## config.mk

```make
export PLATFORM = sky130hd
export DESIGN_NAME = sdd_ctrl
export DESIGN_NICKNAME = d
export VERILOG_FILES = /design/src/design/sdd_pkg.sv /design/src/design/sdd_ctrl.sv
export SDC_FILE = /design/constraint.sdc
export NUM_CORES = 1
export LEC_CHECK = 0
export ABC_AREA = 1
export BUFFER_PORTS_ARGS = -buffer_cell sky130_fd_sc_hd__buf_2
export CAP_MARGIN = 20
export CORE_AREA = 2 2 39 41
export DETAILED_ROUTE_END_ITERATION = 16
export DIE_AREA = 0 0 41 43
export PLACE_DENSITY_LB_ADDON = 0.08
export SLEW_MARGIN = 20
export SYNTH_ARGS = -nofsm -noshare
export SYNTH_HDL_FRONTEND = slang
export SYNTH_SLANG_ARGS = --single-unit
```

## constraint.sdc

```tcl
create_clock -name i_clk -period 1.1 [get_ports i_clk]
set_input_delay 0.055 -clock i_clk [delete_from_list [all_inputs] [get_ports i_clk]]
set_output_delay 0.055 -clock i_clk [all_outputs]
set_load 0.03 [all_outputs]
```

## src/design/sdd_pkg.sv

```systemverilog
// ----------------------------------------------------------------------------
// sdd_pkg
// Shared types and constants of the stream duplicate detector: word
// layouts, table geometry, hash constant, controller states and the
// command/status bundles between controller and datapath.
// ----------------------------------------------------------------------------
package sdd_pkg;

    localparam int CAPACITY = 1024;
    localparam int SLOT_W   = $clog2(CAPACITY);
    localparam int VALUE_W  = 32;
    localparam int EPOCH_W  = 8;

    localparam logic [VALUE_W-1:0] HASH_MULT = 32'h9E37_79B1;

    typedef struct packed {
        logic signed [VALUE_W-1:0] value;
        logic                      last;
    } t_in_word;

    typedef struct packed {
        logic has_duplicate;
        logic overflow;
    } t_out_word;

    typedef struct packed {
        logic [EPOCH_W-1:0] epoch;
        logic [VALUE_W-1:0] value;
    } t_entry;

    typedef enum logic [1:0] {
        S_CLEAR,
        S_IDLE,
        S_READ,
        S_CHECK
    } t_state;

    typedef struct packed {
        logic load;
        logic rd;
        logic insert;
        logic mark_dup;
        logic mark_full;
        logic advance;
        logic finish;
        logic clr_wr;
    } t_dp_cmd;

    typedef struct packed {
        logic empty;
        logic match;
        logic probe_last;
        logic clr_last;
        logic epoch_last;
        logic last;
    } t_dp_stat;

endpackage

```

## src/design/sdd_ctrl.sv

```systemverilog
// ----------------------------------------------------------------------------
// sdd_ctrl
// Controller: table clearing sweep, word accept, and the read/compare
// probe loop over the table.
// ----------------------------------------------------------------------------
module sdd_ctrl (
    input  logic              i_clk,
    input  logic              i_rst_n,
    input  logic              start,
    output logic              busy,
    input  sdd_pkg::t_dp_stat i_stat,
    output sdd_pkg::t_dp_cmd  o_cmd,
    output sdd_pkg::t_state   o_state
);
    import sdd_pkg::*;

    t_state r_state;
    t_state n_state;
    logic   w_done;

    assign w_done = i_stat.empty || i_stat.match || i_stat.probe_last;

    always_ff @(posedge i_clk) begin
        if (!i_rst_n) begin
            r_state <= S_CLEAR;
        end else begin
            r_state <= n_state;
        end
    end

    always_comb begin
        n_state = r_state;
        unique case (r_state)
            S_CLEAR: begin
                if (i_stat.clr_last) begin
                    n_state = S_IDLE;
                end
            end
            S_IDLE: begin
                if (start) begin
                    n_state = S_READ;
                end
            end
            S_READ: begin
                n_state = S_CHECK;
            end
            S_CHECK: begin
                if (w_done) begin
                    n_state = (i_stat.last && i_stat.epoch_last) ? S_CLEAR : S_IDLE;
                end else begin
                    n_state = S_READ;
                end
            end
            default: begin
                n_state = S_CLEAR;
            end
        endcase
    end

    always_comb begin
        o_cmd = '0;
        unique case (r_state)
            S_CLEAR: begin
                o_cmd.clr_wr = 1'b1;
            end
            S_IDLE: begin
                o_cmd.load = start;
            end
            S_READ: begin
                o_cmd.rd = 1'b1;
            end
            S_CHECK: begin
                o_cmd.finish = w_done;
                if (i_stat.empty) begin
                    o_cmd.insert = 1'b1;
                end else if (i_stat.match) begin
                    o_cmd.mark_dup = 1'b1;
                end else if (i_stat.probe_last) begin
                    o_cmd.mark_full = 1'b1;
                end else begin
                    o_cmd.advance = 1'b1;
                end
            end
            default: begin
                o_cmd = '0;
            end
        endcase
    end

    assign busy    = (r_state != S_IDLE);
    assign o_state = r_state;

endmodule
```

# Yosys cells after proc, flatten, opt, wreduce, memory -nomap -nowiden
# Cells that the tools add are included.
[totals] ff_bits=2 input_bits=9 output_inout_bits=11
[op_classes] n_eq_ne=6 mux=15 reduce_logical=5
[ops] cell="1-bit 2-to-1 mux" count=8
[ops] cell="2-bit 2-to-1 mux" count=4
[ops] cell="2-bit one-hot mux with 4 select lines" count=1
[ops] cell="5-bit 2-to-1 mux" count=1
[ops] cell="2-bit equality test, second input constant" count=2
[ops] cell="2-bit inequality test, second input constant" count=2
[ops] cell="3-bit 2-to-1 mux" count=1
[ops] cell="2-bit by 1-bit equality test with 1-bit output, second input constant" count=1
[ops] cell="2-bit zero test" count=1
[ops] cell="1-bit logical OR" count=2
[ops] cell="2-bit by 1-bit inequality test with 1-bit output, second input constant" count=1
[ops] cell="2-bit AND reduction" count=1
[ops] cell="1-bit logical AND" count=1

# Logic depth before layout (Yosys ltp)
[depth] depth_word=4 mapped_depth=6

# Least setup slack after synthesis
# Ideal clock, no wire load.
[synth_path] path_kind="register -> output" start="register r_state[0], in the netlist o_state[0]" end="output o_cmd[3] (netlist bit)" t_arrival_ns=1.638 required_ns=1.045 path_slack_ns=-0.593 stages_incl_launch_ff=3 cell_sequence="dfxtp_1 > nand2_2 > nor4_1"
[synth_rtl] element="start, declared" line_no="sdd_ctrl.sv:17" text="t_state r_state;"
[synth_rtl] element="start signal, assigned" line_no="sdd_ctrl.sv:27" text="r_state <= n_state;"
[synth_rtl] element="end, declared" line_no="sdd_ctrl.sv:12" text="output sdd_pkg::t_dp_cmd o_cmd,"

==> impl_metrics.yaml <==
layout:
  postLayoutCellArea_um2: 413
  nets: 64
  layout_commonest_cell: "buf_2"
  syn_to_final_growth_pct: 137
  layout_common_cells: "buf_2, inv_1, nand2_1, nor2_2"
  antenna-diode-count: 0
  final_cells: 70
  largest_reg_flops: 2
  layout-drive-gt1-share_pct: 68.5
setup_path:
  cp-startpoint: "o_state[0]"
  critPathLaunchType: "flop"
  worstReg2RegEnd: "o_state[0]"
  r2r_setup_slack_ns: 0.20
  crit_type: "reg -> out"
  endpoint_kind: "output pin"
  r2r_start: "o_state[0]"
  cp_slowest_cell: "dfxtp_4"
  cp.buffers_inverters: 1
  worstPathRequired_ns: 1.04
  slowest_delay_ns: 0.39
  endpoint: "o_cmd[3]"
  cp_cell_sequence: "nand2_8, nor4_4, buf_6"
  worstPathMaxFanout: 6
  crit_family: "flip-flops"
  path_depth: 3
  worst_r2r_path_depth: 6
  arrival_ns: 1.02
place:
  place_inst: 66
  dpl.hpwl_um: 455
  place_area_um2: 344
  port_buffers: 19
  gp_congestion: 0.620
pwr:
  pwr-share-clk_pct: 35.4
  cellPowerDensity_nw_per_um2: 1240
  sw_frac_of_total_pct: 42.6
  power_switching_uw: 217
  cellLeakagePower_nw: 0.208
  comb_power_share_pct: 42.5
  internal_power_uw: 293
  ir_drop_mv: 0.458
  pwr-share-seq_pct: 22.1
global_route:
  grt_pass1_vias: 220
  gr-total-overflow: 0
  antenna_found_initial: 0
  grtUsageTotal_pct: 7.03
  grt_start_max_net_pins: 7
  grt_first_pass_wirelength_um: 786
sta:
  hold_ws_ns: 0.0777
  final-hold-violation-count: 0
  relSlewSlack_pct: 83.4
  max_freq_mhz: 926
  fin_crit_sh_pct: 98.2
  setup_violations: 0
  worst_pin_slew_ns: 0.247
  rsz0062_at_grt: "true"
  slew_viol_final: 0
  period_minus_slack_ns: 1.08
  fin_worst_skew_ns: 0.00769
clocking:
  clkSinkCount: 2
  root_buffer: "clkbuf_4"
  numCtsBuffers: 3
  insertion_delay_ns: 0.23
  cts_tree: "done"
  ctsLongestPathBuffers: 2
  h-tree-depth: 1
  clk_pin_slew_ns: 0.03
logic_synthesis:
  synth_seq_area_share_pct: 23.0
  synth.top_cell.area_share_pct: 23.0
  syn_avg_cell_area_um2: 5.61
  syn_inst: 31
  yosysTopAreaCell: "dfxtp_1"
  synth.area.top_cells: "dfxtp_1, inv_1, nand2_1"
  syn-num-nets: 40
  ys_types: 13
  synth-seq-cells: 2
  post_synth_instance_area_um2: 174
  yosysWarnings: 0
floorplanning:
  die_x_um: 41
  design.core.area_um2: 1380
  initial_core_util_pct: 12.6
  row_count: 14
  fp.dieArea_um2: 1760
  die_h_um: 43
  ioPinCount: 20
flow_run:
  drv_cap: 0
detailed_routing:
  finalWirelength_um: 545
  vias: 249
  wl_per_cell_um: 7.79
  firstDrtPassIters: 2
  drc: 0
  drtIter0Drc: 2
  via_per_inst: 3.56
  ant_nets: 0
outcome:
  status: "completed"
worst_hold_path:
  min_path_type: "in -> reg"
[layout make-up]
cell class	count	area, µm²
tap	16	20.0
fill	165	971
clock buffer	4	26.3
multi-input combinational	20	164
sequential	2	47.5
timing repair buffer	19	121
inverter	9	33.8
[synth_stat cells, drive strengths merged]
cell and number:
a21oi 2, nor3 1, nand2 7, nand3 1
dfxtp 2, nor4 2, nor2 7, inv 9
[worst register-to-register path: cells and delay by family, from the launching register on]
| family | cells | cell delay (ns) |
|---|---|---|
| flops | 1 | 0.39 |
| compound gates | 1 | 0.10 |
| simple gates | 4 | 0.28 |
| buf+inv | 1 | 0.05 |
[logic make-up (layout without fill, tap and decap cells)]
logic type,after synthesis,in the layout,synth area share [%]
buffers and inverters,9,32,19.4
DFF,2,2,23.0
and+or+nand+nor,18,18,49.6
AOI/OAI and AO/OA,2,2,7.91
[worst min path at each step]
stage | start | to | cells after the start | slack (ns)
6_report | i_rst_n | o_state[0] | 3 | 0.08
5_1_grt | i_rst_n | o_state[0] | 3 | 0.08
4_1_cts | i_rst_n | o_state[0] | 3 | 0.08
3_5_place_dp | i_rst_n | o_state[0] | 3 | 0.31
3_3_place_gp | i_rst_n | o_state[0] | 3 | 0.31
2_1_floorplan | i_stat[5] | o_cmd[4] | 1 | 0.15
[metrics by stage]
step / utilization, % / power, mW / setup TNS [ns] / worst slack (ns)
after CTS: 28.3 / 0.515 / -0.00355 / -0.00355
after floorplan: - / 0.250 / 0 / 0.00470
after global placement: 24.9 / 0.315 / 0 / 0.120
after detailed placement: 24.9 / 0.313 / 0 / 0.123
final: 29.8 / 0.510 / 0 / 0.0202
after global routing: 29.8 / 0.556 / -0.0699 / -0.0321
[timing repair]
item,4_1_cts,5_1_grt
hold buffers,0,0
setup buffers,0,0
endpoints found under the setup margin,5,6
resized for setup,5,11
[per-layer routing]
layer	global-route usage, %	share of wire [%]	vias up
li1	-	-	138
met1	7.72	44	97
met2	8.75	42	14
met3	3.14	14	0
met4	8.00	0	0
met5	0	0	-
[power groups by stage]
stage / sequential [mW] / combinational (mW) / clock [mW]
6_report: 0.113 / 0.217 / 0.181
5_1_grt: 0.117 / 0.234 / 0.205
4_1_cts: 0.113 / 0.214 / 0.187
3_5_place_dp: 0.103 / 0.209 / 0
3_3_place_gp: 0.104 / 0.212 / 0
2_1_floorplan: 0.123 / 0.127 / 0
(Power assumes the default switching activity.)
